--- config.mk ---
export PLATFORM = sky130hd
export DESIGN_NAME = tli_ram
export DESIGN_NICKNAME = d
export VERILOG_FILES = /design/src/tli_ram.sv
export SDC_FILE = /design/constraint.sdc
export NUM_CORES = 2
export LEC_CHECK = 0
export ABC_CLOCK_PERIOD_IN_PS = 8400
export BUFFER_PORTS_ARGS = -buffer_cell sky130_fd_sc_hd__buf_2
export CAP_MARGIN = 40
export CORE_ASPECT_RATIO = 0.5
export CORE_MARGIN = 4
export CORE_UTILIZATION = 50
export DETAILED_ROUTE_END_ITERATION = 16
export PLACE_DENSITY = 0.68
export RECOVER_POWER = 100
export SLEW_MARGIN = 20
export SYNTH_ARGS = -nofsm -noshare
export SYNTH_HDL_FRONTEND = slang
export SYNTH_SLANG_ARGS = --single-unit
--- constraint.sdc ---
create_clock -name clk -period 8.4 [get_ports clk]
set_clock_uncertainty 0.1 [all_clocks]
set_input_delay 0.42 -clock clk [delete_from_list [all_inputs] [get_ports clk]]
set_output_delay 0.42 -clock clk [all_outputs]
set_load 0.01 [all_outputs]
--- src/tli_ram.sv ---
// Generic single-write, single-read RAM with registered read data.
module tli_ram #(
	parameter int WIDTH = 32,
	parameter int DEPTH = 64
) (
	input  logic                     clk,
	input  logic                     we,
	input  logic [$clog2(DEPTH)-1:0] waddr,
	input  logic [WIDTH-1:0]         wdata,
	input  logic [$clog2(DEPTH)-1:0] raddr,
	output logic [WIDTH-1:0]         rdata
);

	logic [WIDTH-1:0] mem_q [DEPTH];

	always_ff @(posedge clk) begin
		if (we) begin
			mem_q[waddr] <= wdata;
		end
		rdata <= mem_q[raddr];
	end

endmodule

==> Yosys cells after proc, flatten, opt, wreduce, memory -nomap -nowiden <==
Memory sizes are Yosys's and may differ from the RTL's. A register that Yosys moved wholly into a read port is not among the register bits.
Index checks and enable logic that the tools add are counted.
{ "totals": {"mem_bits_rw": 2048, "register_bits": 0, "mem_count": 1, "out_inout_bits": 32} }
{ "op_classes": {"mux": 2} }
{ "memory_table": {"columns": ["name", "depth", "width", "read_ports", "rd_ports_with_merged_regs", "wr", "line", "source"], "rows": [
  ["mem_q", 64, 32, 1, 1, 1, "14", "logic [WIDTH-1:0] mem_q [DEPTH];"]
]} }
{ "op_table": {"columns": ["operator", "count"], "rows": [
  ["$mux W1", 2]
]} }

==> Longest topological paths before layout <==
{ "depth": {"depth_word": 2, "ltp_mapped": 10, "ltp_nobuf": 5} }

==> Worst setup path before layout <==
Ideal clock, no wire load.
{ "synth_path": {"path_type": "input -> register", "start": "in waddr[3]", "end": "mem mem_q[48][0] (enable)", "path_stages": 4, "setup_slack_ns": 4.720, "arrival_ns": 3.119, "path_cell_list": "clkbuf_1 > nor2b_1 > nand4b_1 > nor3_1"} }
{ "synth_rtl": {"columns": ["item", "line", "source"], "rows": [
  ["start: declaration", "8", "input logic [$clog2(DEPTH)-1:0] waddr,"],
  ["end: declaration", "14", null]
]} }
No word-level cell before the write port.

==> results by group <==
STA
  – Final Cycle Share: 66.9%
  – Post-route setup TNS: 0 ns
  – Max Clk Rate: 178 MHz
  – Hold Vio Cnt, Final: 0
  – Slew headroom: -156%
  – RSZ-0062 raised after global routing: false
  – Crit path time final: 5.62 ns
  – Fin. max-slew vios: 3,779
  – Slew @ Worst Pin: 3.84 ns
  – Setup-failing EPs final: 0

CTS
  – # resized after CTS: 0
  – CTS Root Cell: clkbuf_16
  – CTS sink cnt: 2,080
  – Worst-path clk slew: 0.07 ns
  – Num CTS Buffers: 178
  – Htree depth: 4
  – CTS tree: built
  – Clk buf depth: 3
  – Clock Latency Late Sink: 0.81 ns

Floorplanning
  – Row count: 102
  – Starting Density: 50.6%
  – Die W: 568 um
  – Io pins: 78
  – Die Height: 288 um
  – DIE AREA: 164,000 um^2
  – Core ar.: 155,000 um^2

Setup path
  – Slowest stage cell, crit path: clkbuf_1
  – Worst Path Arrival: 6.20 ns
  – Crit path largest cell delay: 2.57 ns
  – Req. time, crit path: 8.98 ns
  – Critical path type: in -> reg
  – Crit-path cells: buf_4 -> clkbuf_1 -> nand2_1 -> o22ai_1 -> nor2_1 -> a21oi_1 -> nor2_1
  – CP most frequent cell: nor2_1
  – Buf+Inv Stages, Crit Path: 2
  – Worst Path Max Fanout: 39
  – Crit-path leading delay family: buffers and inverters
  – Startpoint Class: input port
  – Crit. End Element: register

Global route
  – Antenna violations before repair: 13
  – GRT Overall Usage: 24.4%
  – Pin count of the biggest net entering global routing: 140
  – GRT overflow: 0
  – First-pass GRT wire length: 283,000 um
  – Via count of the first global-routing pass: 37.2k

Power and ir drop
  – Switching share of power: 21.1%
  – Power per cell area: 237 nW/um^2
  – Clock Power Share: 39.5%
  – Logic pwr share: 5.0%
  – Leak: 26.8 nW
  – Internal: 16.4 mW
  – Peak VDD IR: 173 uV
  – P_sw: 4.40 mW
  – Share of power burned in registers: 55.5%

Synth
  – Post-synth top cells: 2,048 x edfxtp_1, 544 x mux4_2, 137 x nor2_1, 93 x mux2i_1, 84 x o22ai_1
  – Top cell type's share of synthesized area: 78.3%
  – EDFF count, synth: 2,048
  – Largest family of logic cells by synthesized area: multiplexers
  – Synth Area in Simple Gates: 1.27%
  – Synth Net Count: 3,370
  – Async S/R FF share, synth: 0%
  – #FFs+latches synth: 2,080
  – Predominant post-synthesis flop cell: edfxtp_1
  – Count of cell types in the netlist: 34
  – Yosys warning total: 0
  – Seq/Total Area, Yosys: 79.1%
  – Multiplexer share of the synthesized area: 16.8%
  – XOR/XNOR Fraction of Synth Area: 0%
  – Top cells by area, synth: edfxtp_1 78%, mux4_2 16%, mux2i_1 1.2%, dfxtp_1 0.82%, o22ai_1 0.67%
  – Post-synthesis adder-cell area fraction: 0%
  – Compound-gate portion of the synthesized area: 1.67%
  – Cells after synthesis: 3,324
  – Avg Inst Size Synth: 23.6 um^2
  – Area leader, netlist: edfxtp_1
  – Mapped Area: 78,500 um^2
  – Most frequent cell after synthesis: edfxtp_1

Detailed routing
  – TritonRoute pass-1 iters: 6
  – Routed vias: 37.5k
  – Post-route ant nets: 0
  – Residual DRC: 0
  – Vias per cell: 6.47
  – Iter 0 DRT Violations: 5,599
  – Wire per inst: 34.3 um
  – Total Routed Length: 198,000 um

Placed design
  – DP Area: 82,600 um^2
  – DP Wirelength: 109,000 um
  – Routability congestion estimate: 0.792
  – Port bufs: 77

Layout
  – Post-Layout Inst Area: 87,700 um^2
  – Post-layout util: 56.5%
  – Final #Nets: 3,602
  – Share of cells above drive strength 1: 24.5%
  – Area Growth Syn to Fin: 11.7%

Flow run
  – Max cap viols: 110

Outcome
  – Violated checks: max-capacitance violations, max-slew violations
  – Outcome: finished, violations left

Worst hold path
  – Worst hold-check path type: in -> reg
[final cells by class]
| cell class | instances | area, um^2 |
|---|---|---|
| Antenna cell | 6 | 15.0 |
| Clock buffer | 222 | 4790 |
| Clock inverter | 107 | 995 |
| Fill cell | 11100 | 67600 |
| Multi-Input combinational cell | 1062 | 15800 |
| Sequential cell | 2080 | 62100 |
| Tap cell | 2080 | 2600 |
| Timing Repair Buffer | 234 | 1360 |
[tightest hold or removal path, cell delays in order]
cell and delay, ns:
buf_2 0.15, nand4b_1 0.21, nor3_1 0.09
[cells by family after synthesis]
logic type             count (synthesis)
DFF                                 2080
muxes                                637
and+or+nand+nor                      223
AOI/OAI and AO/OA                    202
buffers and inverters                182
[stage by stage]
step / power (mW) / hold slack (ns) / setup slack (ns) / cells
floorplan: 12.3 / 0.419 / 4.72 / 3324
global placement: 12.8 / 0.647 / 4.04 / 5394
detailed placement: 12.8 / 0.654 / 4.36 / 5425
CTS: 20.9 / 0.000315 / 5.23 / 5778
global route: 21.5 / 0.143 / 2.69 / 5787
finish: 20.8 / 0.137 / 2.78 / 5791
[registers in the layout, summed over array words and instances, names as in the netlist]
signal,cells
mem_q,2048
rdata,32
[repair_timing]
action,4_1_cts,5_1_grt
hold buffers,24,0
endpoints found under the setup margin,0,0
endpoints found under the hold margin,360,0
setup buffers,0,0
[cell usage in the layout (no fill, tap or decap), drive strengths merged, types with 6 or more instances in the layout]
cell,instances
edfxtp,2048
mux4,544
clkbuf,382
nor2,137
mux2i,93
o22ai,84
clkinv,81
a21oi,62
buf,50
dfxtp,32
o221ai,27
nand2,26
dlygate4sd3,24
bufinv,16
nor2b,15
a22oi,12
a311oi,8
nand2b,8
nor3,7
diode,6
inv,6
[metal layers]
metal	track usage [%]	share of wire [%]	up-vias
met5	0	0.029	-
met4	7.16	3.2	8
met3	5.52	11	353
met2	36.8	46	2101
met1	36.5	40	20300
li1	-	-	14700
[power groups by stage]
stage / sequential [mW] / clock [mW] / combinational, mW
after detailed placement: 11.8 / 0 / 1.06
after floorplan: 11.7 / 0 / 0.559
after global routing: 11.6 / 8.81 / 1.10
after global placement: 11.8 / 0 / 1.00
final: 11.6 / 8.23 / 1.04
after CTS: 11.5 / 8.34 / 1.07
[path summary, 6_finish.rpt]
check          startpoint            end  slack [ns]  cells after the start
max reg2reg  mem_q[3][15]      rdata[15]        5.98                      4
max              raddr[3]       rdata[7]        2.78                      7
min              waddr[4]  mem_q[48][10]        0.14                      3
min reg2reg  mem_q[12][8]       rdata[8]        0.68                      4
No activity file was read; power rests on OpenSTA's default activity.
