`src/tli_pkg.sv`:
```
// Shared types, widths and codes for the table linear interpolator.
package tli_pkg;

	localparam int VAL_W         = 32;
	localparam int IDX_W         = 6;
	localparam int CNT_W         = 7;
	localparam int STAT_W        = 2;
	localparam int DEPTH_DEFAULT = 64;

	localparam int MAG_W      = VAL_W + 1;
	localparam int SUM_W      = VAL_W + 2;
	localparam int RES_W      = VAL_W + 3;
	localparam int MUL_STEPS  = VAL_W;
	localparam int DIV_STEPS  = VAL_W + 1;
	localparam int STEP_W     = $clog2(DIV_STEPS + 1);

	localparam int PADDR_W     = 3;
	localparam int PDATA_W     = 32;
	localparam int REG_IDX_W   = PADDR_W - 2;

	localparam logic [REG_IDX_W-1:0] REG_ENTRY_COUNT = 1'b0;

	localparam logic CMD_WRITE = 1'b0;
	localparam logic CMD_QUERY = 1'b1;

	typedef enum logic [STAT_W-1:0] {
		STATUS_OK         = 2'd0,
		STATUS_BELOW      = 2'd1,
		STATUS_ABOVE      = 2'd2,
		STATUS_ZERO_WIDTH = 2'd3
	} status_t;

	typedef struct packed {
		logic start;
	} md_ctrl_t;

	typedef struct packed {
		logic done;
		logic rem_nz;
	} md_stat_t;

endpackage

```
`src/tli_muldiv.sv`:
```
// Iterative multiply-then-divide unit built around one shared add/subtract stage.
module tli_muldiv import tli_pkg::*; (
	input  logic             clk,
	input  logic             arst_n,
	input  md_ctrl_t         ctrl,
	input  logic [VAL_W-1:0] mplier,
	input  logic [MAG_W-1:0] mcand,
	input  logic [VAL_W-1:0] divisor,
	output md_stat_t         stat,
	output logic [MAG_W-1:0] quot
);

	typedef enum logic [4:0] {
		M_IDLE = 5'b00001,
		M_MUL  = 5'b00010,
		M_XFER = 5'b00100,
		M_DIV  = 5'b01000,
		M_DONE = 5'b10000
	} md_state_t;

	md_state_t        state_q;
	logic [STEP_W-1:0] step_q;
	logic [MAG_W-1:0] acc_q;
	logic [MAG_W-1:0] sh_q;
	logic [MAG_W-1:0] mcand_q;
	logic [VAL_W-1:0] div_q;

	logic [SUM_W-1:0] add_a;
	logic [SUM_W-1:0] add_b;
	logic             add_sub;
	logic [SUM_W-1:0] add_sum;
	logic [MAG_W-1:0] trial;
	logic             ge;

	assign trial = {acc_q[VAL_W-1:0], sh_q[MAG_W-1]};

	always_comb begin
		add_a   = '0;
		add_b   = '0;
		add_sub = 1'b0;
		case (state_q)
			M_MUL: begin
				add_a = {1'b0, acc_q};
				add_b = sh_q[0] ? {1'b0, mcand_q} : '0;
			end
			M_DIV: begin
				add_a   = {1'b0, trial};
				add_b   = {2'b00, div_q};
				add_sub = 1'b1;
			end
			default: begin
				add_a = '0;
			end
		endcase
	end

	assign add_sum = add_a + (add_sub ? ~add_b : add_b) + SUM_W'(add_sub);
	assign ge      = !add_sum[SUM_W-1];

	always_ff @(posedge clk or negedge arst_n) begin
		if (!arst_n) begin
			state_q <= M_IDLE;
			step_q  <= '0;
		end else begin
			case (state_q)
				M_IDLE: begin
					if (ctrl.start) begin
						state_q <= M_MUL;
						step_q  <= '0;
					end
				end
				M_MUL: begin
					if (step_q == STEP_W'(MUL_STEPS - 1)) begin
						state_q <= M_XFER;
						step_q  <= '0;
					end else begin
						step_q <= step_q + 1'b1;
					end
				end
				M_XFER: begin
					state_q <= M_DIV;
				end
				M_DIV: begin
					if (step_q == STEP_W'(DIV_STEPS - 1)) begin
						state_q <= M_DONE;
						step_q  <= '0;
					end else begin
						step_q <= step_q + 1'b1;
					end
				end
				M_DONE: begin
					state_q <= M_IDLE;
				end
				default: begin
					state_q <= M_IDLE;
				end
			endcase
		end
	end

	always_ff @(posedge clk) begin
		case (state_q)
			M_IDLE: begin
				if (ctrl.start) begin
					acc_q   <= '0;
					sh_q    <= {1'b0, mplier};
					mcand_q <= mcand;
					div_q   <= divisor;
				end
			end
			M_MUL: begin
				acc_q <= add_sum[SUM_W-1:1];
				sh_q  <= {1'b0, add_sum[0], sh_q[VAL_W-1:1]};
			end
			M_XFER: begin
				acc_q <= {1'b0, acc_q[MAG_W-1:1]};
				sh_q  <= {acc_q[0], sh_q[VAL_W-1:0]};
			end
			M_DIV: begin
				acc_q <= {1'b0, ge ? add_sum[VAL_W-1:0] : trial[VAL_W-1:0]};
				sh_q  <= {sh_q[VAL_W-1:0], ge};
			end
			default: begin
				acc_q <= acc_q;
			end
		endcase
	end

	assign stat.done   = (state_q == M_DONE);
	assign stat.rem_nz = |acc_q[VAL_W-1:0];
	assign quot        = sh_q;

	a_rem_below_divisor: assert property (@(posedge clk) disable iff (!arst_n)
		state_q == M_DIV |=> acc_q[VAL_W-1:0] < div_q)
		else $error("remainder reached the divisor");

	a_start_only_idle: assert property (@(posedge clk) disable iff (!arst_n)
		ctrl.start |-> state_q == M_IDLE)
		else $error("start while the unit is busy");

	a_done_after_div: assert property (@(posedge clk) disable iff (!arst_n)
		state_q == M_DONE |-> $past(state_q) == M_DIV)
		else $error("done without a finished division");

endmodule

```
`config.mk`:
```
export PLATFORM = sky130hd
export DESIGN_NAME = tli_muldiv
export DESIGN_NICKNAME = d
export VERILOG_FILES = /design/src/tli_pkg.sv /design/src/tli_muldiv.sv
export SDC_FILE = /design/constraint.sdc
export NUM_CORES = 1
export LEC_CHECK = 0
export ABC_AREA = 1
export BUFFER_PORTS_ARGS = -buffer_cell sky130_fd_sc_hd__buf_2
export CORE_UTILIZATION = 52
export CTS_BUF_LIST = sky130_fd_sc_hd__clkbuf_4 sky130_fd_sc_hd__clkbuf_8 sky130_fd_sc_hd__clkbuf_16
export CTS_CLUSTER_SIZE = 28
export DETAILED_ROUTE_END_ITERATION = 12
export PLACE_DENSITY = 0.74
export SLEW_MARGIN = 20
export SYNTH_ARGS = -nofsm -noshare
export SYNTH_HDL_FRONTEND = slang
export SYNTH_SLANG_ARGS = --single-unit
```
`constraint.sdc`:
```
create_clock -name clk -period 4.5 [get_ports clk]
set_input_delay 0.45 -clock clk [delete_from_list [all_inputs] [get_ports clk]]
set_output_delay 0.45 -clock clk [all_outputs]
set_load 0.01 [all_outputs]
```
# Word-level counts from Yosys, hierarchy flattened

Cells that the tools add are included.

Bitwise gates (word level): 2
Equal/unequal tests: 10
Add/sub/neg operators: 3
Reduce and logical (&&, ||, !) cells: 9
Multiplexer cells: 18

Operators with widths:

| operator                                                              | count |
|---|---|
| 33-bit one-hot mux with 4 select lines                                | 2 |
| 33-bit one-hot mux with 2 select lines                                | 2 |
| 33-bit two-way mux                                                    | 3 |
| 34-bit by 1-bit adder with 34-bit output                              | 1 |
| 34-bit adder                                                          | 1 |
| 34-bit two-way mux                                                    | 1 |
| 34-bit inverter                                                       | 1 |
| 32-bit two-way mux                                                    | 1 |
| 32-bit OR reduction                                                   | 1 |
| 5-bit one-hot mux with 4 select lines                                 | 1 |
| 6-bit two-way mux                                                     | 3 |
| 6-bit one-hot mux with 3 select lines                                 | 1 |
| 5-bit two-way mux                                                     | 3 |
| 6-bit by 1-bit adder with 6-bit output, second input constant         | 1 |
| 6-bit by 5-bit equality test with 1-bit output, second input constant | 1 |
| 6-bit equality test, second input constant                            | 1 |
| 2-bit inequality test, second input constant                          | 3 |
| 2-bit AND reduction                                                   | 3 |
| 3-bit AND reduction                                                   | 2 |
| 5-bit by 1-bit equality test with 1-bit output, second input constant | 1 |
| 5-bit by 2-bit equality test with 1-bit output, second input constant | 1 |
| 5-bit by 3-bit equality test with 1-bit output, second input constant | 1 |
| 5-bit by 4-bit equality test with 1-bit output, second input constant | 1 |
| 5-bit equality test, second input constant                            | 1 |
| 5 further kinds                                                       | 5 |

Input bits: 100
Word-level logic and storage cells: 49
Bits in registers: 142
Output and inout port bits: 35

# Longest topological paths before layout

Gate-level depths: netlist of run 1.

Depth after elaboration: 8
Depth in mapped cells: 27
Depth with buffers taken out: 25

# Worst setup path after synthesis of run 1

OpenSTA, ideal clock, no wires.

Kind: register -> register
From: register state_q[0]
To: register acc_q[22] (data pin)
Data arrival time: 3973 ps
Data required time: 4243 ps
Path slack: 271 ps
Path buffers: 5
Cell stages (with the launch flop): 27
Library setup time: 257 ps
Clock period less this slack: 4229 ps
Cell sequence: dfstp_2 -> nor2_1 -> nand3_1 -> buf_2 -> clkbuf_1 -> clkbuf_1 -> o22ai_1 -> ha_1 -> nand2_1 -> nand2_1 -> inv_1 -> nor2_1 -> nor2_1 -> o21ai_0 -> a21oi_1 -> nand2_1 -> nand2_1 -> nand2_1 -> nand3_1 -> o211ai_1 -> ha_1 -> clkbuf_1 -> inv_1 -> buf_1 -> o21ai_0 -> a22oi_1 -> nand2_1

Word-level cells in the longest chain between the ends: 8
Elaborated cells on any way between the ends: 13
Those cells by class: 2 x add/sub; 4 x eq/ne; 6 x mux; 1 x bitwise

RTL lines:

| item                                                                                                                    | line                                | text |
|---|---|---|
| start: declaration                                                                                                      | tli_muldiv.sv:21                    | `md_state_t state_q;` |
| start signal: assignment                                                                                                | tli_muldiv.sv:62                    | `state_q <= M_IDLE;` |
| start signal: assignment                                                                                                | tli_muldiv.sv:68                    | `state_q <= M_MUL;` |
| start signal: assignment                                                                                                | tli_muldiv.sv:74                    | `state_q <= M_XFER;` |
| 5-bit by 4-bit equality test with 1-bit output / 5-bit by 2-bit equality test with 1-bit output (equally long branches) | tli_muldiv.sv:41, tli_muldiv.sv:102 |  |
| 33-bit one-hot mux with 2 select lines                                                                                  | tli_muldiv.sv:41                    | `case (state_q)` |
| 34-bit inverter                                                                                                         | tli_muldiv.sv:57                    | `assign add_sum = add_a + (add_sub ? ~add_b : add_b) + SUM_W'(add_sub);` |
| 34-bit two-way mux                                                                                                      | tli_muldiv.sv:57                    |  |
| 34-bit adder                                                                                                            | tli_muldiv.sv:57                    |  |
| 34-bit by 1-bit adder with 34-bit output                                                                                | tli_muldiv.sv:57                    |  |
| 32-bit two-way mux                                                                                                      | tli_muldiv.sv:120                   | `acc_q <= {1'b0, ge ? add_sum[VAL_W-1:0] : trial[VAL_W-1:0]};` |
| 33-bit one-hot mux with 4 select lines (*)                                                                              | tli_muldiv.sv:102                   | `case (state_q)` |
| end signal: assignment                                                                                                  | tli_muldiv.sv:112                   | `acc_q <= add_sum[SUM_W-1:1];` |
| end signal: assignment                                                                                                  | tli_muldiv.sv:120                   |  |
| end signal: assignment                                                                                                  | tli_muldiv.sv:124                   | `acc_q <= acc_q;` |
| end: declaration                                                                                                        | tli_muldiv.sv:23                    | `logic [MAG_W-1:0] acc_q;` |

Mark *: on every way between the ends. The rest lies on a longest branch, timed or not.
A chain may end at the register's enable or synchronous reset.

# Worst setup path after layout of run 1

From: register state_q[2]
To: register acc_q[8] (data pin)

The elaborated chain is that of the path after synthesis.

==> run_results.csv, run 1 <==
group,metric,value,unit
synth,synthXorXnorAreaFrac,2.28,%
die,die_x,132,um
global_route,antenna_found_initial,0,
pwr,ir_drop,0.000273,V
pwr,p_sw,2180,uW
worst_setup_path,critPathSlowestCell,"dfrtp_1",
sta,fmax,240,MHz
final_layout,multi_input_area,0.00395,mm^2
worst_setup_path,crit_cells,20,
synth,yosysTopAreaCell,"edfxtp_1",
sta,tightest_slew,0.818,ns
die,io_pins,135,
synth,synth-async-reset-ratio,7.75,%
synth,synth-compound-area-share,18.8,%
die,rows,47,
clock_network,clkSlewWorstSetupHoldPaths,0.06,ns
drt,vias,7962,
clock_network,cts_root_buf,"clkbuf_16",
worst_setup_path,r2r_end,"acc_q[8]",
pwr,combPwrFrac,35.2,%
status,status,"complete, no violations",
final_layout,layout.nets,1303,
die,die_y,132,um
pwr,pwr-share-seq,41.0,%
pwr,internal_power,3500,uW
drt,drtPass1Iterations,5,
worst_setup_path,r2r_slack,0.33,ns
global_route,gr-usage-all-layers,27.3,%
worst_setup_path,path_buf_inv,3,
worst_setup_path,crit_fanout,18,
worst_setup_path,crit_type,"register to register",
global_route,grt_start_max_net_pins,81,
synth,yosysUniqueCellTypes,42,
worst_setup_path,crit_start,"state_q[2]",
final_layout,nFillCells,1448,
placed_design,place_hpwl,17200,um
sta,slew_headroom,45.5,%
sta,finalSetupTns,0,ns
worst_setup_path,cp.arrival,4.33,ns
pwr,power.share.clock,23.8,%
worst_setup_path,crit_chain,"nor2_2 > nand3_4 > buf_4 > o21ai_0 > ha_1 > a21o_1 > a31oi_1 > o21ai_0 > a21oi_1 > nand2_1 > nand2_1 > nand2_1 > nand3_1 > o211ai_1 > ha_1 > inv_2 > buf_4 > nand2_1 > a22oi_1 > o21ai_0",
clock_network,tritoncts,"done",
synth,yosysWarnings,0,
clock_network,post_cts_buffers,0,
final_layout,drive_gt1_share,18.7,%
clock_network,clk_path_buf_depth,2,
clock_network,cts_max_level,4,
clock_network,numCtsBuffers,17,
final_layout,register_area,0.00421,mm^2
drt,drc,0,
die,die_area,0.0175,mm^2
drt,ant_nets,0,
drt,vias_per_cell,5.69,
global_route,grt_pass1_vias,7473,
synth,synthDominantCellAreaShare,44.5,%
synth,synth.most_common_cell,"nand2_1",
placed_design,placed_cells,1367,
die,start_util,53.3,%
synth,synthMuxAreaShare,0,%
pwr,sw_frac_of_total,38.4,%
synth,syn_area,0.00884,mm^2
placed_design,port_buffers,134,
sta,drv_slew,0,
synth,synth_nets,1164,
synth,synthTopCellsByArea,"edfxtp_1, nand2_1, inv_1, ha_1, o21ai_0",
worst_hold_path,min_from,"divisor[11]",
synth,synth-simple-area-share,18.0,%
sta,rsz0062_at_grt,"false",
global_route,grt_pass1_wl,37300,um
drt,wirelength,23600,um
sta,skew,0.0111,ns
synth,synth_seq_cells,142,
sta,setup_viol,0,
drt,wire_per_inst,16.9,um
worst_hold_path,hp-class,"input port to register",
synth,synth_edf_count,131,
synth,seq_area_frac_synth,47.6,%
worst_setup_path,startpoint_type,"register",
pwr,leakage,0.00462,uW
final_layout,final_cells,1399,
pwr,total_power,5680,uW
sta,fin_crit,4.17,ns
job,max_cap_violations,0,
synth,synth_top_family_by_area,"compound AO/OA/AOI/OAI gates",
worst_setup_path,max_stage_delay,0.44,ns
synth,syn_inst,1028,
worst_setup_path,crit_family,"compound AO/OA/AOI/OAI gates",
synth,synthTopCellsByCount,"nand2_1, inv_1, edfxtp_1, nor2_1, o21ai_0",
placed_design,globalplace.congestion,0.970,
final_layout,antenna_cells,0,
synth,synth_flop_cell,"edfxtp_1",
drt,drt-initial-drc-count,689,
die,fp.coreArea,0.0166,mm^2
worst_setup_path,reg2reg_from,"state_q[2]",
clock_network,clock_latency,0.43,ns
final_layout,syn2layout_area_growth,18.5,%
worst_setup_path,cp.required,4.66,ns
pwr,powerDensity,543,mW/mm^2
synth,avgSynthCellArea,8.60,um^2
worst_setup_path,endpoint,"acc_q[8]",
synth,synth_fa_ha_area_share,5.18,%
worst_setup_path,worstSetupEndpointType,"register",
sta,hold_violations,0,
clock_network,clock_sinks,142,
worst_setup_path,ff2ff_path_depth,20,
global_route,overflow,0,
worst_setup_path,path_common_cell,"nand2_1",
sta,post-route-period-util,92.6,%
-- cells in the final DEF (no fill, tap or decap), types with 6 or more instances in the layout --
master,n
inv_1,141
o221ai_1,39
nand3_1,63
dfrtp_1,10
o22ai_1,35
o21bai_1,6
clkbuf_16,17
o21ai_0,74
a21oi_1,62
nor2_1,72
ha_1,35
buf_2,134
nand2_1,191
edfxtp_1,131
clkinv_2,6
nand4_1,12
o211ai_1,16
xnor2_1,11
a21o_1,8
xor2_1,12
nor3_1,11
buf_4,25
o21ai_1,7
-- power by group through the flow --
stage | Combinational (uW) | Clock [uW] | Sequential [uW]
final | 2000 | 1350 | 2330
after global routing | 2200 | 1420 | 2380
after global placement | 1970 | 0 | 2340
after CTS | 1980 | 1370 | 2330
after floorplan | 1220 | 0 | 2380
after detailed placement | 1970 | 0 | 2350
-- timing repair --
item | in CTS | in global routing
gates resized for setup | 0 | 7
hold endpoints to repair | 10 | 0
hold buffers | 1 | 0
setup endpoints to repair | 0 | 20
-- stage by stage --
step / hold slack (ns) / utilization, % / instance area (um^2) / setup WS, ns
floorplan: 0.154 / - / 8840 / 0.271
global placement: 0.330 / 59.6 / 9880 / 0.360
detailed placement: 0.332 / 59.6 / 9880 / 0.258
CTS: 0.178 / 63.0 / 10500 / 0.222
global route: 0.181 / 63.1 / 10500 / 0.0236
finish: 0.187 / 63.1 / 10500 / 0.332
-- cells by family after synthesis --
kind of cell / count (synthesis)
adders and majority gates: 36
xor gates and xnor gates: 23
buffers and inverters: 189
AOI/OAI and AO/OA: 268
DFF: 142
and+or+nand+nor: 370
-- flip-flops by register name, summed over array words and instances, names as in the netlist --
signal and flops:
step_q 6, div_q 32, quot 33, acc_q 33, state_q 5, mcand_q 33
-- cell type report --
class | instances | share of cell area (%)
clock buffer | 18 | 4.14
clock inverter | 13 | 1.20
inverter | 145 | 5.22
multi-input combinational | 697 | 37.7
sequential | 142 | 40.2
tap | 220 | 2.63
timing repair buffer | 164 | 8.89
-- routing by layer --
| layer | track usage (%) | wire [um] |
|---|---|---|
| met1 | 36.8 | 10400 |
| met2 | 43.2 | 10700 |
| met3 | 4.00 | 1590 |
| met4 | 13.8 | 934 |
| met5 | 0 | 0 |
-- worst min-delay path by stage --
stage                        to  slack (ns)  cells past startpoint
floorplan            state_q[1]        0.15                      0
global placement      step_q[3]        0.33                      1
detailed placement    step_q[0]        0.33                      1
CTS                 mcand_q[10]        0.18                      1
global route         mcand_q[5]        0.18                      1
finish                div_q[11]        0.19                      1
Note: power is estimated with default switching activity, not from simulation.
==> run 2: changes to the inputs <==
--- a/config.mk
+++ b/config.mk
@@ -5,11 +5,9 @@
 export SDC_FILE = /design/constraint.sdc
 export NUM_CORES = 1
 export LEC_CHECK = 0
-export ABC_AREA = 1
 export BUFFER_PORTS_ARGS = -buffer_cell sky130_fd_sc_hd__buf_2
 export CORE_UTILIZATION = 52
 export CTS_BUF_LIST = sky130_fd_sc_hd__clkbuf_4 sky130_fd_sc_hd__clkbuf_8 sky130_fd_sc_hd__clkbuf_16
-export CTS_CLUSTER_SIZE = 28
 export DETAILED_ROUTE_END_ITERATION = 12
 export PLACE_DENSITY = 0.74
 export SLEW_MARGIN = 20
==> run_results.csv, run 2 <==
group,metric,value,unit
global_route,overflow,0,
global_route,antenna_found_initial,0,
sta,skew,0.0131,ns
worst_setup_path,crit_type,"register to register",
global_route,gr-usage-all-layers,30.2,%
pwr,leakage,0.00487,uW
synth,syn_area,0.00853,mm^2
worst_setup_path,cp.arrival,4.73,ns
final_layout,final_common_cell,"buf_2",
sta,fin_crit,4.57,ns
sta,drv_slew,0,
global_route,grt_pass1_vias,7273,
drt,wire_per_inst,19.8,um
drt,vias,7904,
clock_network,clk_path_buf_depth,2,
sta,tightest_slew,0.803,ns
synth,yosysTopAreaCell,"edfxtp_1",
worst_setup_path,startpoint_type,"register",
worst_setup_path,cp.required,4.66,ns
placed_design,place_hpwl,17900,um
clock_network,cts_root_buf,"clkbuf_16",
worst_setup_path,max_stage_delay,0.46,ns
status,status,"complete, but fails checks",
sta,rsz0062_at_grt,"true",
synth,synth_edf_count,131,
drt,ant_nets,0,
drt,wirelength,25200,um
worst_hold_path,hp-class,"input port to register",
worst_setup_path,crit_family,"compound AO/OA/AOI/OAI gates",
synth,synthTopCellsByCount,"edfxtp_1, nand2_1, o21ai_0, a22o_1, inv_1",
synth,synth.most_common_cell,"edfxtp_1",
clock_network,clkSlewWorstSetupHoldPaths,0.07,ns
synth,synth-async-reset-ratio,7.75,%
synth,avgSynthCellArea,10.5,um^2
global_route,grt_pass1_wl,38400,um
drt,vias_per_cell,6.20,
clock_network,cts_max_level,4,
synth,synth_nets,948,
job,max_cap_violations,0,
clock_network,numCtsBuffers,17,
drt,drc,0,
sta,post-route-period-util,102,%
final_layout,nFillCells,1157,
sta,setup_ws,-0.0695,ns
final_layout,most-common-layout-cells,"buf_2, edfxtp_1, buf_4, nand2_1, o21ai_0",
die,die_x,130,um
die,io_pins,135,
clock_network,tritoncts,"done",
clock_network,clock_sinks,142,
sta,setup_viol,13,
synth,synth_seq_cells,142,
worst_setup_path,path_buf_inv,1,
sta,fmax,219,MHz
final_layout,drive_gt1_share,32.8,%
sta,hold_violations,0,
sta,slew_headroom,46.4,%
drt,drtPass1Iterations,11,
placed_design,placed_cells,1227,
worst_setup_path,critPathSlowestCell,"a2111o_1",
final_layout,layout.nets,1181,
die,start_util,53.5,%
clock_network,clock_latency,0.43,ns
pwr,powerDensity,490,mW/mm^2
synth,synth_flop_cell,"edfxtp_1",
die,die_area,0.0169,mm^2
final_layout,fin_util,70.3,%
synth,seq_area_frac_synth,49.4,%
final_layout,syn2layout_area_growth,31.4,%
worst_setup_path,crit_fanout,6,
global_route,grt_start_max_net_pins,66,
die,fp.coreArea,0.0159,mm^2
drt,drt-initial-drc-count,989,
synth,synthTopCellsByArea,"edfxtp_1, ha_1, a22o_1, o21ai_0, a222oi_1",
die,die_y,130,um
final_layout,antenna_cells,0,
worst_setup_path,worstSetupEndpointType,"register",
synth,yosysWarnings,0,
die,rows,46,
status,violations,"setup timing",
synth,syn_inst,812,
placed_design,port_buffers,134,
final_layout,final_cells,1274,
placed_design,globalplace.congestion,0.944,
pwr,ir_drop,0.000383,V
synth,synthDominantCellAreaShare,46.1,%
worst_setup_path,crit_chain,"nor4b_4 > nand2_4 > buf_8 > o21ai_4 > ha_4 > o21a_1 > o21ai_2 > a2111o_1 > a2111o_1 > nand2_2 > o221ai_4 > and3_4 > o41ai_2 > ha_1 > and3_4 > a222oi_1 > o21ai_1 > o21bai_1",
synth,yosysUniqueCellTypes,61,
==> run 2: changes by cell type after synthesis, sizes merged, moves of 12 or more <==
cell	previous run	this run
nor2	77	38
a21oi	63	42
a21o	8	23
inv	145	45
nand3	67	11
a222oi	0	34
and3	0	14
nand2b	0	12
o221ai	39	5
a22o	0	45
o22ai	35	3
a221o	0	18
nand2	196	88
o211ai	16	4
==> run 2: kinds of logic (layout without fill, tap and decap cells) <==
| logic type | Yosys count | after routing | share of synthesized area (%) |
|---|---|---|---|
| AOI/OAI and AO/OA | 291 | 291 | 24.9 |
| and+or+nand+nor | 214 | 215 | 12.1 |
| DFF | 142 | 142 | 49.4 |
| buffers and inverters | 90 | 335 | 3.96 |
| adders and majority gates | 36 | 36 | 5.37 |
| xor gates and xnor gates | 26 | 26 | 2.67 |
| muxes | 13 | 13 | 1.60 |
==> run 2: final timing paths <==
kind | start | end | slack, ns | cells past startpoint
max | state_q[2] | acc_q[10] | -0.07 | 18
min | mcand[20] | mcand_q[20] | 0.19 | 1
max reg2reg | state_q[2] | acc_q[10] | -0.07 | 18
min reg2reg | step_q[4] | step_q[4] | 0.57 | 1
max in group asynchronous | arst_n | state_q[0] | 3.83 | 2
min in group asynchronous | arst_n | step_q[0] | 0.41 | 2
==> run 2: power breakdown <==
group | internal (uW) | switching [uW] | total [uW]
Combinational | 665 | 1010 | 1670
Clock | 779 | 616 | 1400
Sequential | 2030 | 394 | 2430
Total | 3480 | 2020 | 5500
==> run 2: worst register-to-register path, stage by stage (launching register included) <==
cell      delay [ns]
dfrtp_2         0.45
nor4b_4         0.37
nand2_4         0.16
buf_8           0.18
o21ai_4         0.17
ha_4            0.17
o21a_1          0.17
o21ai_2         0.08
a2111o_1        0.33
a2111o_1        0.46
nand2_2         0.12
o221ai_4        0.10
and3_4          0.18
o41ai_2         0.20
ha_1            0.33
and3_4          0.24
a222oi_1        0.32
o21ai_1         0.10
o21bai_1        0.18
==> run 2: metal layers <==
metal	vias up	GRT usage, %	wire length, um
li1	3648	-	-
met1	3752	41.8	10600
met2	464	47.5	11800
met3	40	6.52	2360
met4	0	9.78	475
met5	-	0	0
==> run 2: area by class of cell <==
cell class / count / area [um^2] / share of cell area, %
timing repair buffer: 258 / 1700 / 15.2
inverter: 45 / 181 / 1.62
clock inverter: 15 / 153 / 1.36
multi-input combinational: 581 / 4270 / 38.1
sequential: 142 / 4210 / 37.6
tap: 216 / 270 / 2.41
clock buffer: 17 / 425 / 3.80
==> run 2: per-stage QoR <==
step                worst slack (ns)  hold slack (ns)  cell area, um^2  power [uW]  TNS, ns
floorplan                     -0.398            0.154             8730        3270    -5.10
global placement             0.00190            0.326            10300        3960        0
detailed placement            -0.106            0.327            10300        3990   -0.255
CTS                          -0.0475            0.178            10900        5400  -0.0475
global route                  -0.301            0.182            11200        5720    -5.25
finish                       -0.0695            0.186            11200        5500   -0.376
==> run 2: repair_timing <==
item	4_1_cts	5_1_grt
hold endpoints to repair	10	0
setup buffers	2	10
hold buffers	1	0
gates resized for setup	7	52
setup endpoints to repair	23	31
cloned	1	1
pin swaps	3	25
==> run 3: changes to the inputs <==
--- a/config.mk
+++ b/config.mk
@@ -9,7 +9,7 @@
 export CORE_UTILIZATION = 52
 export CTS_BUF_LIST = sky130_fd_sc_hd__clkbuf_4 sky130_fd_sc_hd__clkbuf_8 sky130_fd_sc_hd__clkbuf_16
 export DETAILED_ROUTE_END_ITERATION = 12
-export PLACE_DENSITY = 0.74
+export PLACE_DENSITY = 0.8
 export SLEW_MARGIN = 20
 export SYNTH_ARGS = -nofsm -noshare
 export SYNTH_HDL_FRONTEND = slang
==> run_results.csv, run 3 (synthesized netlist as in run 2, its figures left out) <==
group,metric,value,unit
drt,vias_per_cell,6.26,
pwr,leakage,0.00467,uW
clock_network,tritoncts,"done",
die,io_pins,135,
clock_network,cts_max_level,4,
global_route,grt_pass1_wl,37800,um
clock_network,cts_root_buf,"clkbuf_16",
clock_network,clock_sinks,142,
worst_setup_path,crit_type,"register to register",
pwr,total_power,5640,uW
sta,setup_ws,0.0521,ns
placed_design,place_hpwl,17100,um
worst_setup_path,worstSetupEndpointType,"register",
worst_setup_path,startpoint_type,"register",
sta,fmax,225,MHz
final_layout,layout.nets,1139,
sta,hold_violations,0,
final_layout,nFillCells,1160,
drt,vias,7708,
sta,rsz0062_at_grt,"true",
sta,timing.hold.ws,0.195,ns
status,status,"complete, no violations",
job,max_cap_violations,0,
sta,fin_crit,4.45,ns
clock_network,numCtsBuffers,17,
final_layout,syn2layout_area_growth,27.0,%
sta,post-route-period-util,98.8,%
drt,drc,0,
sta,tightest_slew,0.830,ns
drt,drt-initial-drc-count,1004,
final_layout,antenna_cells,0,
final_layout,register_area,0.00421,mm^2
drt,wirelength,24600,um
placed_design,port_buffers,134,
sta,skew,0.00955,ns
global_route,gr-usage-all-layers,29.6,%
global_route,antenna_found_initial,0,
clock_network,clkSlewWorstSetupHoldPaths,0.06,ns
die,die_area,0.0169,mm^2
worst_setup_path,crit_fanout,11,
sta,setup_viol,0,
placed_design,globalplace.congestion,1.04,
final_layout,drive_gt1_share,29.1,%
final_layout,most-common-layout-cells,"buf_2, edfxtp_1, nand2_1, buf_4, o21ai_0",
pwr,powerDensity,521,mW/mm^2
pwr,ir_drop,0.000432,V
worst_hold_path,hp-class,"input port to register",
sta,slew_headroom,44.7,%
worst_setup_path,cp.required,4.66,ns
die,start_util,53.5,%
die,die_y,130,um
drt,ant_nets,0,
die,die_x,130,um
final_layout,multi_input_area,0.00419,mm^2
global_route,grt_start_max_net_pins,66,
clock_network,clk_path_buf_depth,2,
global_route,grt_pass1_vias,7430,
drt,wire_per_inst,19.9,um
final_layout,final_common_cell,"buf_2",
die,fp.coreArea,0.0159,mm^2
drt,drtPass1Iterations,9,
global_route,overflow,0,
placed_design,pre_cts_slack,-0.102,ns
clock_network,clock_latency,0.43,ns
die,rows,46,
worst_setup_path,cp.arrival,4.61,ns
sta,drv_slew,0,
## run 3: cell count changes in the layout (fill, tap and decap cells not counted), sizes merged
cell,previous run,this run
buf,256,215
bufinv,1,6
inv,51,48
clkinvlp,3,0
## run 3: final cells by class
type                            count  share of cell area [%]
Sequential cell                   142                    38.9
Clock buffer                       18                    4.00
Clock inverter                     14                    2.18
Tap cell                          216                    2.50
Inverter                           45                    1.61
Timing Repair Buffer              216                    12.2
Multi-Input combinational cell    581                    38.7
## run 3: worst paths after layout
kind	from	to	depth (start not counted)	slack [ns]
max in group asynchronous	arst_n	state_q[0]	2	3.79
min in group asynchronous	arst_n	step_q[5]	2	0.45
hold / removal	mcand[16]	mcand_q[16]	1	0.20
hold reg to reg	step_q[4]	step_q[4]	1	0.56
setup / recovery	state_q[0]	acc_q[10]	17	0.05
setup reg to reg	state_q[0]	acc_q[10]	17	0.05
## run 3: through the flow
step,util [%],TNS (ns),cell area [um^2],instances
2_1_floorplan,-,-5.10,8730,812
3_3_place_gp,62.8,-0.0214,10000,1195
3_5_place_dp,62.8,-0.182,10000,1195
4_1_cts,67.2,0,10700,1228
5_1_grt,67.9,-0.908,10800,1232
6_report,67.9,0,10800,1232
## run 3: critical path: stages (launching register included)
cell and delay, ns:
dfstp_2 0.59, nand2b_4 0.16, nor2_4 0.05, buf_12 0.13, a22o_1 0.23, ha_1 0.32
nand4_1 0.11, or3_4 0.41, a2111o_1 0.45, nand2_2 0.11, o221ai_4 0.09, and3_4 0.18
o41ai_2 0.19, ha_1 0.32, and3_4 0.22, a222oi_1 0.34, o21ai_1 0.11, o21bai_1 0.16
## run 3: timing repair
item,in CTS,in global routing
gates resized for setup,6,32
setup endpoints to repair,3,28
gates cloned,0,1
hold buffers,1,0
setup buffers,0,3
pin swaps,1,6
endpoints found under the hold margin,10,0
## run 3: power by group
group          leakage, uW  switching (uW)  internal, uW
Combinational      0.00295             979           618
Clock             0.000328             571          1050
Sequential         0.00139             394          2030
## run 3: layer usage
metal	up-vias	GRT usage, %	part of all wire (%)
li1	3568	-	-
met1	3620	38.4	40
met2	462	48.8	48
met3	58	5.54	9.3
met4	0	12.2	3.0
met5	-	0	0
